$ cat src/rtl/core/assert_macros.svh
// Assertion macros shared by the deframer RTL.
`ifndef ASSERT_MACROS_SVH
`define ASSERT_MACROS_SVH
`ifndef SYNTHESIS
`define ASSERT_IMPLY(label, clk, rst_n, a, c) \
    label: assert property (@(posedge clk) disable iff (!(rst_n)) (a) |-> (c)) \
        else $error("assertion failed: same-cycle implication");
`define ASSERT_NEXT(label, clk, rst_n, a, c) \
    label: assert property (@(posedge clk) disable iff (!(rst_n)) (a) |=> (c)) \
        else $error("assertion failed: next-cycle implication");
`else
`define ASSERT_IMPLY(label, clk, rst_n, a, c)
`define ASSERT_NEXT(label, clk, rst_n, a, c)
`endif
`endif

$ cat src/rtl/core/wsd_pkg.sv
// Types and constants shared by the WebSocket frame deframer.
`default_nettype none
package wsd_pkg;

    localparam int unsigned LIMIT_W = 48;
    localparam int unsigned CHUNK_W = 21;
    localparam int unsigned CFG_IDX_W = 2;

    localparam logic [CFG_IDX_W-1:0] CFG_MESSAGE_LIMIT = 2'd0;
    localparam logic [CFG_IDX_W-1:0] CFG_LIMIT_ENABLE  = 2'd1;
    localparam logic [CFG_IDX_W-1:0] CFG_CHUNK_LIMIT   = 2'd2;

    localparam logic [LIMIT_W-1:0] MESSAGE_LIMIT_RST = 48'd16777216;
    localparam logic [CHUNK_W-1:0] CHUNK_LIMIT_RST   = 21'd65536;

    localparam logic [1:0] ERR_NONE       = 2'd0;
    localparam logic [1:0] ERR_STREAM_END = 2'd1;
    localparam logic [1:0] ERR_LIMIT      = 2'd2;

    typedef struct packed {
        logic [7:0] stream_byte;
        logic       stream_end;
    } in_beat_t;

    typedef struct packed {
        logic       payload_valid;
        logic [7:0] payload_byte;
        logic [3:0] message_opcode;
        logic       frame_end;
        logic       message_end;
        logic       chunk_end;
        logic [1:0] error_code;
    } out_beat_t;

    typedef enum logic [1:0] {
        CMD_DATA = 2'd0,
        CMD_MARK = 2'd1,
        CMD_ERR  = 2'd2
    } cmd_kind_t;

    typedef struct packed {
        cmd_kind_t  kind;
        logic [7:0] raw_byte;
        logic [7:0] key_byte;
        logic [3:0] opcode;
        logic       last;
        logic       msg_end;
        logic [1:0] err;
    } cmd_t;

    typedef struct packed {
        logic [LIMIT_W-1:0] message_limit;
        logic               limit_enable;
    } front_cfg_t;

endpackage
`default_nettype wire

$ cat src/rtl/core/wsd_front.sv
// Header parser: classifies each received byte and issues payload, marker or error commands.
`default_nettype none
`include "assert_macros.svh"
module wsd_front (
    input  wire logic              aclk,
    input  wire logic              aresetn,
    input  wire logic              s_valid,
    output logic                   s_ready,
    input  wire wsd_pkg::in_beat_t s_beat,
    input  wire wsd_pkg::front_cfg_t cfg,
    input  wire logic              q_full,
    output logic                   push,
    output wsd_pkg::cmd_t          cmd
);

    typedef enum logic [4:0] {
        PH_HDR1 = 5'b00001,
        PH_HDR2 = 5'b00010,
        PH_EXT  = 5'b00100,
        PH_KEY  = 5'b01000,
        PH_DATA = 5'b10000
    } phase_t;

    phase_t      phase_reg, phase_next;
    logic        final_reg, final_next;
    logic        masked_reg, masked_next;
    logic [3:0]  opcode_reg, opcode_next;
    logic [3:0]  len_left_reg, len_left_next;
    logic [63:0] acc_reg, acc_next;
    logic [31:0] key_reg, key_next;
    logic [2:0]  key_left_reg, key_left_next;
    logic [63:0] pl_reg, pl_next;
    logic [1:0]  pos_reg, pos_next;
    logic [63:0] total_reg, total_next;
    logic        halted_reg, halted_next;

    logic        accept;
    logic [7:0]  b;
    logic        ended;
    logic [6:0]  len7;
    logic [63:0] body_len;
    logic [64:0] sum_raw;
    logic [63:0] sum_sat;
    logic        over;
    logic        body_go;
    logic [63:0] pl_dec;
    logic        last;
    logic        msg_end;
    logic [7:0]  key_sel;

    assign s_ready = !q_full;
    assign accept  = s_valid && !q_full;
    assign b       = s_beat.stream_byte;
    assign ended   = s_beat.stream_end;
    assign len7    = b[6:0];

    // Frame length as it stands once the current byte closes the header.
    always_comb begin
        case (phase_reg)
            PH_HDR2: body_len = {57'd0, len7};
            PH_EXT:  body_len = {acc_reg[55:0], b};
            default: body_len = acc_reg;
        endcase
    end

    assign sum_raw = {1'b0, total_reg} + {1'b0, body_len};
    assign sum_sat = sum_raw[64] ? {64{1'b1}} : sum_raw[63:0];
    assign over    = (body_len != 64'd0) && cfg.limit_enable
                     && (sum_sat > {16'd0, cfg.message_limit});

    assign pl_dec  = pl_reg - 64'd1;
    assign last    = (pl_dec == 64'd0);
    assign msg_end = last && final_reg;

    always_comb begin
        case (pos_reg)
            2'd0:    key_sel = key_reg[31:24];
            2'd1:    key_sel = key_reg[23:16];
            2'd2:    key_sel = key_reg[15:8];
            default: key_sel = key_reg[7:0];
        endcase
    end

    always_comb begin
        phase_next    = phase_reg;
        final_next    = final_reg;
        masked_next   = masked_reg;
        opcode_next   = opcode_reg;
        len_left_next = len_left_reg;
        acc_next      = acc_reg;
        key_next      = key_reg;
        key_left_next = key_left_reg;
        pl_next       = pl_reg;
        pos_next      = pos_reg;
        total_next    = total_reg;
        halted_next   = halted_reg;
        push          = 1'b0;
        cmd           = '0;
        body_go       = 1'b0;

        if (accept && !halted_reg) begin
            case (phase_reg)
                PH_HDR2: begin
                    masked_next = b[7];
                    acc_next    = 64'd0;
                    if (len7 == 7'd126 || len7 == 7'd127) begin
                        len_left_next = (len7 == 7'd126) ? 4'd2 : 4'd8;
                        phase_next    = PH_EXT;
                        push          = ended;
                    end else begin
                        acc_next = {57'd0, len7};
                        if (b[7]) begin
                            key_left_next = 3'd4;
                            phase_next    = PH_KEY;
                            push          = ended;
                        end else begin
                            body_go = 1'b1;
                        end
                    end
                end
                PH_EXT: begin
                    acc_next      = {acc_reg[55:0], b};
                    len_left_next = len_left_reg - 4'd1;
                    if (len_left_next != 4'd0) begin
                        push = ended;
                    end else if (masked_reg) begin
                        key_left_next = 3'd4;
                        phase_next    = PH_KEY;
                        push          = ended;
                    end else begin
                        body_go = 1'b1;
                    end
                end
                PH_KEY: begin
                    key_next      = {key_reg[23:0], b};
                    key_left_next = key_left_reg - 3'd1;
                    if (key_left_next != 3'd0) begin
                        push = ended;
                    end else begin
                        body_go = 1'b1;
                    end
                end
                PH_DATA: begin
                    pl_next  = pl_dec;
                    pos_next = pos_reg + 2'd1;
                    if (last) begin
                        phase_next = PH_HDR1;
                        if (msg_end) begin
                            total_next = 64'd0;
                        end
                    end
                    push = 1'b1;
                    if (!(ended && !msg_end)) begin
                        cmd.kind     = wsd_pkg::CMD_DATA;
                        cmd.raw_byte = b;
                        cmd.key_byte = masked_reg ? key_sel : 8'd0;
                        cmd.last     = last;
                        cmd.msg_end  = msg_end;
                    end
                end
                default: begin
                    final_next = b[7];
                    if (b[3:0] != 4'd0) begin
                        opcode_next = b[3:0];
                    end
                    phase_next = PH_HDR2;
                    push       = ended;
                end
            endcase

            // Header complete: load the body counters and check the message size.
            if (body_go) begin
                pl_next  = body_len;
                pos_next = 2'd0;
                if (over) begin
                    push     = 1'b1;
                    cmd.kind = wsd_pkg::CMD_ERR;
                    cmd.err  = wsd_pkg::ERR_LIMIT;
                end else begin
                    total_next = sum_sat;
                    if (body_len == 64'd0) begin
                        phase_next = PH_HDR1;
                        if (final_reg) begin
                            total_next  = 64'd0;
                            push        = 1'b1;
                            cmd.kind    = wsd_pkg::CMD_MARK;
                            cmd.last    = 1'b1;
                            cmd.msg_end = 1'b1;
                        end else begin
                            push = ended;
                        end
                    end else begin
                        phase_next = PH_DATA;
                        push       = ended;
                    end
                end
            end

            // Any beat that pushes without a data or marker command is an error.
            if (push && !(cmd.kind == wsd_pkg::CMD_DATA && phase_reg == PH_DATA
                          && !(ended && !msg_end))
                     && cmd.kind != wsd_pkg::CMD_MARK) begin
                if (cmd.kind != wsd_pkg::CMD_ERR) begin
                    cmd.kind = wsd_pkg::CMD_ERR;
                    cmd.err  = wsd_pkg::ERR_STREAM_END;
                end
                cmd.raw_byte = 8'd0;
                cmd.key_byte = 8'd0;
                cmd.last     = 1'b0;
                cmd.msg_end  = 1'b0;
                halted_next  = 1'b1;
            end
        end
        cmd.opcode = opcode_next;
    end

    always_ff @(posedge aclk) begin
        if (!aresetn) begin
            phase_reg    <= PH_HDR1;
            final_reg    <= 1'b0;
            masked_reg   <= 1'b0;
            opcode_reg   <= 4'd0;
            len_left_reg <= 4'd0;
            acc_reg      <= 64'd0;
            key_reg      <= 32'd0;
            key_left_reg <= 3'd0;
            pl_reg       <= 64'd0;
            pos_reg      <= 2'd0;
            total_reg    <= 64'd0;
            halted_reg   <= 1'b0;
        end else begin
            phase_reg    <= phase_next;
            final_reg    <= final_next;
            masked_reg   <= masked_next;
            opcode_reg   <= opcode_next;
            len_left_reg <= len_left_next;
            acc_reg      <= acc_next;
            key_reg      <= key_next;
            key_left_reg <= key_left_next;
            pl_reg       <= pl_next;
            pos_reg      <= pos_next;
            total_reg    <= total_next;
            halted_reg   <= halted_next;
        end
    end

    `ASSERT_NEXT(fr_halt_sticky, aclk, aresetn, halted_reg, halted_reg)
    `ASSERT_NEXT(fr_err_halts, aclk, aresetn, push && cmd.kind == wsd_pkg::CMD_ERR, halted_reg)
    `ASSERT_IMPLY(fr_quiet_halted, aclk, aresetn, halted_reg, !push)

endmodule
`default_nettype wire

$ cat src/rtl/core/wsd_queue.sv
// Short command queue between the header parser and the output stage.
`default_nettype none
`include "assert_macros.svh"
module wsd_queue #(
    parameter int unsigned DEPTH = 2
) (
    input  wire logic          aclk,
    input  wire logic          aresetn,
    input  wire logic          push,
    input  wire wsd_pkg::cmd_t wr_cmd,
    input  wire logic          pop,
    output wsd_pkg::cmd_t      rd_cmd,
    output logic               not_empty,
    output logic               full
);

    localparam int unsigned PTR_W = (DEPTH > 1) ? $clog2(DEPTH) : 1;
    localparam int unsigned CNT_W = $clog2(DEPTH + 1);
    localparam logic [PTR_W-1:0] PTR_LAST = PTR_W'(DEPTH - 1);
    localparam logic [CNT_W-1:0] CNT_FULL = CNT_W'(DEPTH);

    wsd_pkg::cmd_t    mem [DEPTH];
    logic [PTR_W-1:0] wr_ptr_reg, wr_ptr_next;
    logic [PTR_W-1:0] rd_ptr_reg, rd_ptr_next;
    logic [CNT_W-1:0] count_reg, count_next;

    assign rd_cmd    = mem[rd_ptr_reg];
    assign not_empty = (count_reg != '0);
    assign full      = (count_reg == CNT_FULL);

    always_comb begin
        wr_ptr_next = wr_ptr_reg;
        rd_ptr_next = rd_ptr_reg;
        count_next  = count_reg;
        if (push) begin
            wr_ptr_next = (wr_ptr_reg == PTR_LAST) ? '0 : wr_ptr_reg + PTR_W'(1);
        end
        if (pop) begin
            rd_ptr_next = (rd_ptr_reg == PTR_LAST) ? '0 : rd_ptr_reg + PTR_W'(1);
        end
        if (push && !pop) begin
            count_next = count_reg + CNT_W'(1);
        end else if (pop && !push) begin
            count_next = count_reg - CNT_W'(1);
        end
    end

    always_ff @(posedge aclk) begin
        if (push) begin
            mem[wr_ptr_reg] <= wr_cmd;
        end
    end

    always_ff @(posedge aclk) begin
        if (!aresetn) begin
            wr_ptr_reg <= '0;
            rd_ptr_reg <= '0;
            count_reg  <= '0;
        end else begin
            wr_ptr_reg <= wr_ptr_next;
            rd_ptr_reg <= rd_ptr_next;
            count_reg  <= count_next;
        end
    end

    `ASSERT_IMPLY(q_no_overflow, aclk, aresetn, push, count_reg != CNT_FULL)
    `ASSERT_IMPLY(q_no_underflow, aclk, aresetn, pop, count_reg != '0)

endmodule
`default_nettype wire

$ cat src/rtl/core/wsd_back.sv
// Output stage: unmasks payload, tracks chunk boundaries and holds the result beat.
`default_nettype none
module wsd_back (
    input  wire logic                          aclk,
    input  wire logic                          aresetn,
    input  wire logic                          q_valid,
    input  wire wsd_pkg::cmd_t                 q_cmd,
    output logic                               pop,
    input  wire logic [wsd_pkg::CHUNK_W-1:0]   chunk_limit,
    output logic                               m_valid,
    input  wire logic                          m_ready,
    output wsd_pkg::out_beat_t                 m_data
);

    logic                        m_valid_reg, m_valid_next;
    wsd_pkg::out_beat_t          m_data_reg, m_data_next;
    logic [wsd_pkg::CHUNK_W-1:0] cnt_reg, cnt_next;
    logic [wsd_pkg::CHUNK_W-1:0] cnt_inc;
    logic [wsd_pkg::CHUNK_W-1:0] lim;
    logic                        ce;

    assign m_valid = m_valid_reg;
    assign m_data  = m_data_reg;
    assign pop     = q_valid && (!m_valid_reg || m_ready);

    // A zero chunk limit behaves as one byte per chunk.
    assign lim     = (chunk_limit == '0) ? wsd_pkg::CHUNK_W'(1) : chunk_limit;
    assign cnt_inc = cnt_reg + wsd_pkg::CHUNK_W'(1);
    assign ce      = q_cmd.last || (cnt_inc >= lim);

    always_comb begin
        m_valid_next = m_valid_reg;
        m_data_next  = m_data_reg;
        cnt_next     = cnt_reg;
        if (m_valid_reg && m_ready) begin
            m_valid_next = 1'b0;
        end
        if (pop) begin
            m_valid_next               = 1'b1;
            m_data_next                = '0;
            m_data_next.message_opcode = q_cmd.opcode;
            case (q_cmd.kind)
                wsd_pkg::CMD_DATA: begin
                    m_data_next.payload_valid = 1'b1;
                    m_data_next.payload_byte  = q_cmd.raw_byte ^ q_cmd.key_byte;
                    m_data_next.frame_end     = q_cmd.last;
                    m_data_next.message_end   = q_cmd.msg_end;
                    m_data_next.chunk_end     = ce;
                    cnt_next                  = ce ? '0 : cnt_inc;
                end
                wsd_pkg::CMD_MARK: begin
                    m_data_next.frame_end   = 1'b1;
                    m_data_next.message_end = 1'b1;
                end
                default: begin
                    m_data_next.error_code = q_cmd.err;
                end
            endcase
        end
    end

    always_ff @(posedge aclk) begin
        m_data_reg <= m_data_next;
        if (!aresetn) begin
            m_valid_reg <= 1'b0;
            cnt_reg     <= '0;
        end else begin
            m_valid_reg <= m_valid_next;
            cnt_reg     <= cnt_next;
        end
    end

endmodule
`default_nettype wire

$ cat src/rtl/core/websocket_frame_deframer.sv
// Each payload byte, end marker or error is held in the queue, then in the output register.
// One byte per cycle while s_ready; header bytes yield only error or end-marker beats.
// The header parser and the output register are split by a short queue, so s_ready
// depends only on queue fill and never on m_ready in the same cycle.
// Reset: synchronous, active low; clears parser state and halt, reloads register defaults.
// No clearing pass: the block takes input as soon as reset is released.
`default_nettype none
module websocket_frame_deframer #(
    parameter int unsigned QUEUE_DEPTH = 2
) (
    input  wire logic                             aclk,
    input  wire logic                             aresetn,
    input  wire logic                             s_valid,
    output logic                                  s_ready,
    input  wire wsd_pkg::in_beat_t                s_data,
    output logic                                  m_valid,
    input  wire logic                             m_ready,
    output wsd_pkg::out_beat_t                    m_data,
    input  wire logic                             cfg_wen,
    input  wire logic [wsd_pkg::CFG_IDX_W-1:0]    cfg_index,
    input  wire logic [wsd_pkg::LIMIT_W-1:0]      cfg_wdata
);

    logic [wsd_pkg::LIMIT_W-1:0] message_limit_reg;
    logic                        limit_enable_reg;
    logic [wsd_pkg::CHUNK_W-1:0] chunk_limit_reg;

    wsd_pkg::front_cfg_t front_cfg;
    wsd_pkg::cmd_t       push_cmd;
    wsd_pkg::cmd_t       pop_cmd;
    logic                push;
    logic                pop;
    logic                q_full;
    logic                q_not_empty;

    always_ff @(posedge aclk) begin
        if (!aresetn) begin
            message_limit_reg <= wsd_pkg::MESSAGE_LIMIT_RST;
            limit_enable_reg  <= 1'b1;
            chunk_limit_reg   <= wsd_pkg::CHUNK_LIMIT_RST;
        end else if (cfg_wen) begin
            case (cfg_index)
                wsd_pkg::CFG_MESSAGE_LIMIT: message_limit_reg <= cfg_wdata;
                wsd_pkg::CFG_LIMIT_ENABLE:  limit_enable_reg  <= cfg_wdata[0];
                wsd_pkg::CFG_CHUNK_LIMIT:   chunk_limit_reg   <= cfg_wdata[wsd_pkg::CHUNK_W-1:0];
                default: begin
                end
            endcase
        end
    end

    assign front_cfg.message_limit = message_limit_reg;
    assign front_cfg.limit_enable  = limit_enable_reg;

    wsd_front u_front (
        .aclk    (aclk),
        .aresetn (aresetn),
        .s_valid (s_valid),
        .s_ready (s_ready),
        .s_beat  (s_data),
        .cfg     (front_cfg),
        .q_full  (q_full),
        .push    (push),
        .cmd     (push_cmd)
    );

    wsd_queue #(
        .DEPTH (QUEUE_DEPTH)
    ) u_queue (
        .aclk      (aclk),
        .aresetn   (aresetn),
        .push      (push),
        .wr_cmd    (push_cmd),
        .pop       (pop),
        .rd_cmd    (pop_cmd),
        .not_empty (q_not_empty),
        .full      (q_full)
    );

    wsd_back u_back (
        .aclk        (aclk),
        .aresetn     (aresetn),
        .q_valid     (q_not_empty),
        .q_cmd       (pop_cmd),
        .pop         (pop),
        .chunk_limit (chunk_limit_reg),
        .m_valid     (m_valid),
        .m_ready     (m_ready),
        .m_data      (m_data)
    );

endmodule
`default_nettype wire
$ cat config.mk
export PLATFORM = sky130hd
export DESIGN_NAME = websocket_frame_deframer
export DESIGN_NICKNAME = d
export VERILOG_FILES = /design/src/rtl/core/wsd_pkg.sv /design/src/rtl/core/wsd_front.sv /design/src/rtl/core/wsd_queue.sv /design/src/rtl/core/wsd_back.sv /design/src/rtl/core/websocket_frame_deframer.sv
export VERILOG_INCLUDE_DIRS = /design/src /design/src/rtl/core
export SDC_FILE = /design/constraint.sdc
export NUM_CORES = 1
export LEC_CHECK = 0
export BUFFER_PORTS_ARGS = -buffer_cell sky130_fd_sc_hd__buf_2
export CORE_MARGIN = 5
export CORE_UTILIZATION = 25
export CTS_CLUSTER_SIZE = 16
export DETAILED_ROUTE_END_ITERATION = 6
export PLACE_DENSITY = 0.51
export REMOVE_ABC_BUFFERS = 1
export SLEW_MARGIN = 10
export SYNTH_ARGS = -nofsm -noshare
export SYNTH_HDL_FRONTEND = slang
export SYNTH_SLANG_ARGS = --single-unit
$ cat constraint.sdc
create_clock -name aclk -period 9 [get_ports aclk]
set_input_delay 0.45 -clock aclk [delete_from_list [all_inputs] [get_ports aclk]]
set_output_delay 0.45 -clock aclk [all_outputs]
set_load 0.02 [all_outputs]
Word-level counts from Yosys, hierarchy flattened
Memory sizes are Yosys's and may differ from the RTL's. A register that Yosys moved wholly into a read port is not among the register bits.
Index checks and enable logic that the tools add are counted.

storage, ports and cells
  output and inout bits = 20
  memory bits (writable) = 52
  memories kept = 1
  flip-flop bits (word level) = 359

memory list
  memory       words  width  rd ports  clocked after memory_dff  write ports  RTL line         source
  u_queue.mem  2      26     1         1                         1            wsd_queue.sv:22  wsd_pkg::cmd_t mem [DEPTH];

operators by class
  order comparisons = 2
  bitwise logic cells = 2
  equal/unequal tests = 19
  mux-type cells = 90
  reduce and logical (&&, ||, !) cells = 56
  add/subtract/negate cells = 10

operators with widths
  operator               number
  $mux 64                10
  $pmux 64 s2            2
  $logic_not 64->1       2
  $add 64x64->65         1
  $gt 64x48->1           1
  $reduce_bool 64->1     1
  $sub 64x1->64 const B  1
  $mux 18                3
  $mux 21                2
  $mux 5                 8
  $mux 2                 17
  $mux 4                 8
  $mux 1                 25
  $pmux 8 s3             1
  $add 21x1->21 const B  1
  $ge 21x21->1           1
  $logic_not 21->1       1
  $pmux 5 s4             1
  $reduce_and 2->1       10
  $mux 16                1
  $eq 7x7->1 const B     2
  $logic_and 1x1->1      14
  $mux 3                 4
  $reduce_bool 2->1      5
  other kinds (32)       57

Longest topological paths before layout
  depth in word-level cells = 20
  mapped depth = 36
  gate-level depth less buffers = 33

Modules after synthesis
A second synthesis with hierarchy kept.

unflattened totals
  cell total of the unflattened synthesis = 3171
  area total of the unflattened synthesis = 26011.2 um2

by module, submodules not included
  module                    area an instance (um2)  times used  cells each
  wsd_front                 18642.9                 1           2501
  websocket_frame_deframer  2695.1                  1           282
  wsd_back                  2570.0                  1           285
  wsd_queue                 2103.3                  1           103

Least setup slack after synthesis
OpenSTA, ideal clock, no wires.

  kind = register -> register
  from = register u_front.phase_reg[1]
  to = memory u_queue.mem[0][0] in the netlist's numbering, enable pin
  cell stages (with the launch flop) = 30
  buffers on the path = 6
  arrival time = 7.204 ns
  path slack = 1.384 ns
  data required time = 8.588 ns
  cell sequence = dfxtp_1 -> xor2_1 -> nand2_1 -> clkbuf_1 -> clkbuf_1 -> clkbuf_1 -> a22o_1 -> ha_1 -> a21oi_1 -> nand2_1 -> o21ai_0 -> o31ai_1 -> nor2b_1 -> o31ai_1 -> a21oi_1 -> clkbuf_1 -> clkbuf_1 -> buf_1 -> nand2_1 -> ha_1 -> nand4_1 -> or2_2 -> nor4_1 -> o21ai_0 -> o2111ai_1 -> nor4_1 -> nand3_1 -> o311ai_0 -> a21oi_1 -> nor2b_1

on the way
  longest elaborated chain between the ends = 12

ends and longest elaborated chain
  what                                             RTL line                           source
  from (decl)                                      wsd_front.sv:24                    phase_t phase_reg, phase_next;
  from (signal assigned)                           wsd_front.sv:232                   phase_reg <= phase_next;
  $eq 5x3->1 / $eq 5x2->1 (equally long branches)  wsd_front.sv:59, wsd_front.sv:102
  $pmux 64 s2                                      wsd_front.sv:59                    case (phase_reg)
  $add 64x64->65                                   wsd_front.sv:66                    assign sum_raw = {1'b0, total_reg} + {1'b0, body_len};
  $mux 64                                          wsd_front.sv:67                    assign sum_sat = sum_raw[64] ? {64{1'b1}} : sum_raw[63:0];
  $gt 64x48->1                                     wsd_front.sv:69                    && (sum_sat > {16'd0, cfg.message_limit});
  $logic_and 1x1->1                                wsd_front.sv:69
  $mux 1                                           wsd_front.sv:175                   if (over) begin
  $mux 1 (*)                                       wsd_front.sv:172                   if (body_go) begin
  $mux 1 (*) (2 in series)                         wsd_front.sv:101                   if (accept && !halted_reg) begin
  named net push                                   websocket_frame_deframer.sv:31     logic push;
  $mux 1 (*)                                       wsd_queue.sv:49                    if (push) begin
  $mux 1 (implied by the code) (*)                 wsd_queue.sv:50                    mem[wr_ptr_reg] <= wr_cmd;
  to (decl)                                        wsd_queue.sv:22

Mark *: on every way through the listed nets, which the timed path passes. The rest lies on a longest branch. The select of a mux whose other input is x is not followed.

Worst setup path in the final report
  from = register u_front.phase_reg[3]
  to = register u_queue.count_reg[1]

on the way
  longest elaborated chain between the ends = 13

ends and longest elaborated chain
  what                                             RTL line                           source
  $eq 5x3->1 / $eq 5x2->1 (equally long branches)  wsd_front.sv:59, wsd_front.sv:102
  $pmux 64 s2                                      wsd_front.sv:59
  $add 64x64->65                                   wsd_front.sv:66
  $mux 64                                          wsd_front.sv:67
  $gt 64x48->1                                     wsd_front.sv:69
  $logic_and 1x1->1                                wsd_front.sv:69
  $mux 1                                           wsd_front.sv:175
  $mux 1 (*)                                       wsd_front.sv:172
  $mux 1 (*) (2 in series)                         wsd_front.sv:101
  named net push                                   websocket_frame_deframer.sv:31
  $logic_not 1->1                                  wsd_queue.sv:43                    end else if (pop && !push) begin
  $logic_and 1x1->1                                wsd_queue.sv:43
  $reduce_bool 2->1 (no source line)               n/a
  to (signal assigned)                             wsd_queue.sv:62                    count_reg <= count_next;
  to (decl)                                        wsd_queue.sv:25                    logic [CNT_W-1:0] count_reg, count_next;

Marked as above.
A chain may end at the register's enable or synchronous reset.

==> results.py <==
metrics = {
    "clock_tree": {
        "insertion_delay_ns": 0.63,
        "hold_buffers": 0,
        "cts_buffer_depth": 3,
        "cts_repair_resize_count": 0,
        "postCtsSetupRepairBufs": 0,
        "cts_buffers": 50,
        "cts.clk_slew.worst_paths_ns": 0.06,
        "clock-sinks": 412,
        "cts_tree": "yes",
        "clockRootBuffer": "clkbuf_16",
        "cts_max_level": 2,
    },
    "logic_synthesis": {
        "syn_area_per_cell_sq_um": 7.924,
        "synth_ff_type": "dfxtp_1",
        "yosys_warnings": 0,
        "ys_types": 90,
        "synth-edff-count": 70,
        "postSynthCellCount": 3232,
        "netlist_area_sq_um": 25610,
        "ys_seq_area_frac": 0.3494,
        "synth-async-reset-ratio": 0,
        "synth-seq-cells": 412,
    },
    "sta": {
        "max_clock_freq_mhz": 119.3,
        "hold-worst-slack_ns": 0.06622,
        "drv_slew": 0,
        "rsz0062_at_grt": "no",
        "finalSetupTns_ns": 0,
        "finalHoldViolCount": 0,
        "setup_viol": 0,
        "min_period_ns": 8.379,
        "max_slew.worst_pin.slew_ns": 1.145,
        "fin_skew_ns": 0.02572,
        "timing.final.crit_share": 0.9310,
        "slew-limit-headroom": 0.2347,
    },
    "critical_path": {
        "path_class": "flip-flop to flip-flop",
        "crit_fanout": 21,
        "crit_arrival_ns": 8.91,
        "crit_required_ns": 9.53,
        "worst_setup_path_end_kind": "flip-flop",
        "crit_top_cell": "nor2_1",
        "max_stage_delay_ns": 0.56,
        "worstSetupStartpointType": "flip-flop",
        "slowest_stage": "o21bai_1",
    },
    "place": {
        "port_buffers": 83,
        "post-dp-hpwl_microns": 66730,
        "gp_congestion": 0.9533,
        "placed_area_sq_um": 27260,
    },
    "pwr": {
        "ir_drop_mv": 0.1363,
        "p_leak_uw": 0.01111,
        "powerDensity_nw_per_um2": 186.7,
        "p_total_uw": 5425,
    },
    "floorplanning": {
        "die_area_sq_um": 108900,
        "ios": 84,
        "start_util": 0.2517,
        "fp.dieH_microns": 330.1,
        "die_w_microns": 330.1,
        "fp-row-count": 117,
        "coreArea_sq_um": 101700,
    },
    "grt": {
        "track_usage": 0.1571,
        "grt_max_degree": 131,
        "grt-ovfl-total": 0,
        "grt_pass1_wl_microns": 135100,
        "antenna_found_initial": 5,
        "grt_pass1_vias": 22315,
    },
    "drt": {
        "drc": 0,
        "antenna_left": 0,
        "routed_wl_microns": 89050,
        "drtIter0Drc": 2196,
        "wl_per_cell_microns": 19.30,
        "drt-vias-per-instance": 5.196,
        "vias": 23967,
        "drt_pass1_iterations": 5,
    },
    "final_layout": {
        "drive_gt1_frac": 0.08482,
        "mostFrequentLayoutCell": "nand2_1",
        "most-common-layout-cells": "nand2_1, dfxtp_1, nor2_1",
        "areaGrowthSynthToFinish_pct": 13.50,
        "design_area_sq_um": 29070,
        "nets": 3414,
    },
    "status": {
        "status": "finished clean",
    },
    "flow_run": {
        "drv_cap": 0,
    },
    "worst_hold_path": {
        "holdCritPathClass": "primary input to flip-flop",
    },
}
-- per-layer routing --
layer / up-vias / part of all wire / GRT usage
li1: 11692 / - / -
met1: 11396 / 0.46 / 0.2186
met2: 721 / 0.44 / 0.2449
met3: 154 / 0.061 / 0.02689
met4: 4 / 0.040 / 0.05719
met5: - / 0.00030 / 0
-- cell families (layout without fill, tap and decap cells) --
logic type | Yosys count | count (layout) | share of synthesized area
XOR/XNOR | 131 | 131 | 0.04480
flip-flops | 412 | 412 | 0.3494
AND/OR/NAND/NOR | 1265 | 1265 | 0.2348
adder cells (fa/ha/maj) | 146 | 146 | 0.07162
buffers and inverters | 313 | 322 | 0.05086
AO/OA/AOI/OAI | 949 | 950 | 0.2418
other | 0 | 3 | 0
multiplexers | 16 | 16 | 0.006694
-- where the power goes --
group / internal, uW / leakage (uW) / switching, uW / total, uW
sequential: 1980 / 0.00341 / 64.2 / 2050
combinational: 418 / 0.00684 / 764 / 1180
clock: 1310 / 0.000856 / 884 / 2200
-- critical path, delay by kind of cell (launching register included) --
family | cells | cell delay (ns)
AO/OA/AOI/OAI | 7 | 2.00
XOR/XNOR | 1 | 0.18
adder cells (fa/ha/maj) | 3 | 1.02
buffers and inverters | 4 | 0.83
flip-flops | 1 | 0.37
AND/OR/NAND/NOR | 16 | 3.84
-- final cells by class --
type	count	area (sq um)
inverter	110	417.9
antenna	3	7.507
fill	10979	72670
multi-input combinational	2508	15440
clock buffer	59	1315
clock inverter	31	465.4
sequential	412	8949
tap	1368	1712
timing repair buffer	122	758.2
-- metrics by stage --
stage | cells | worst slack [ns] | util
floorplan | 3029 | -0.5537 | -
global placement | 4519 | 0.8885 | 0.2679
detailed placement | 4519 | 0.6723 | 0.2679
CTS | 4609 | 0.6049 | 0.2854
global route | 4611 | 0.1051 | 0.2856
finish | 4613 | 0.6209 | 0.2857
-- path summary, 6_finish.rpt --
| check | end | depth (start not counted) | from | slack, ns |
|---|---|---|---|---|
| worst max-delay path | u_queue.count_reg[1]$_SDFFE_PN0P_ | 31 | u_front.phase_reg[3]$_SDFFE_PN0P_ | 0.62 |
| worst min-delay path | message_limit_reg[24]$_SDFFE_PN1P_ | 3 | cfg_wdata[24] | 0.07 |
| worst max register to register | u_queue.count_reg[1]$_SDFFE_PN0P_ | 31 | u_front.phase_reg[3]$_SDFFE_PN0P_ | 0.62 |
| worst min register to register | message_limit_reg[44]$_SDFFE_PN0P_ | 2 | message_limit_reg[44]$_SDFFE_PN0P_ | 0.45 |
-- synth_stat cells (10+ instances only) --
cell | instances | share of area
or2_2 | 10 | 0.0024
a22oi_1 | 78 | 0.023
inv_1 | 108 | 0.016
nor3_1 | 77 | 0.015
nor2b_1 | 16 | 0.0039
edfxtp_1 | 70 | 0.082
a22o_1 | 112 | 0.038
xor2_1 | 62 | 0.021
or4_1 | 18 | 0.0053
nor4_1 | 60 | 0.015
and4_1 | 10 | 0.0034
and3_1 | 16 | 0.0039
nand2b_1 | 37 | 0.0090
a21boi_0 | 53 | 0.016
o21ai_0 | 176 | 0.034
xnor2_1 | 69 | 0.024
nand4_1 | 65 | 0.016
o31ai_1 | 11 | 0.0032
buf_2 | 10 | 0.0020
buf_6 | 10 | 0.0044
and2_1 | 27 | 0.0066
buf_1 | 19 | 0.0028
nor2_1 | 311 | 0.046
a31oi_1 | 16 | 0.0039
nand2_1 | 465 | 0.068
a21o_1 | 37 | 0.011
o21a_1 | 23 | 0.0067
o211ai_1 | 22 | 0.0064
or3_1 | 20 | 0.0049
nand4b_1 | 10 | 0.0034
nand3_1 | 67 | 0.013
a21oi_1 | 286 | 0.056
clkbuf_1 | 159 | 0.023
nor3b_1 | 11 | 0.0032
ha_1 | 145 | 0.071
dfxtp_1 | 342 | 0.27
a211oi_1 | 39 | 0.011
(Power assumes the default switching activity.)
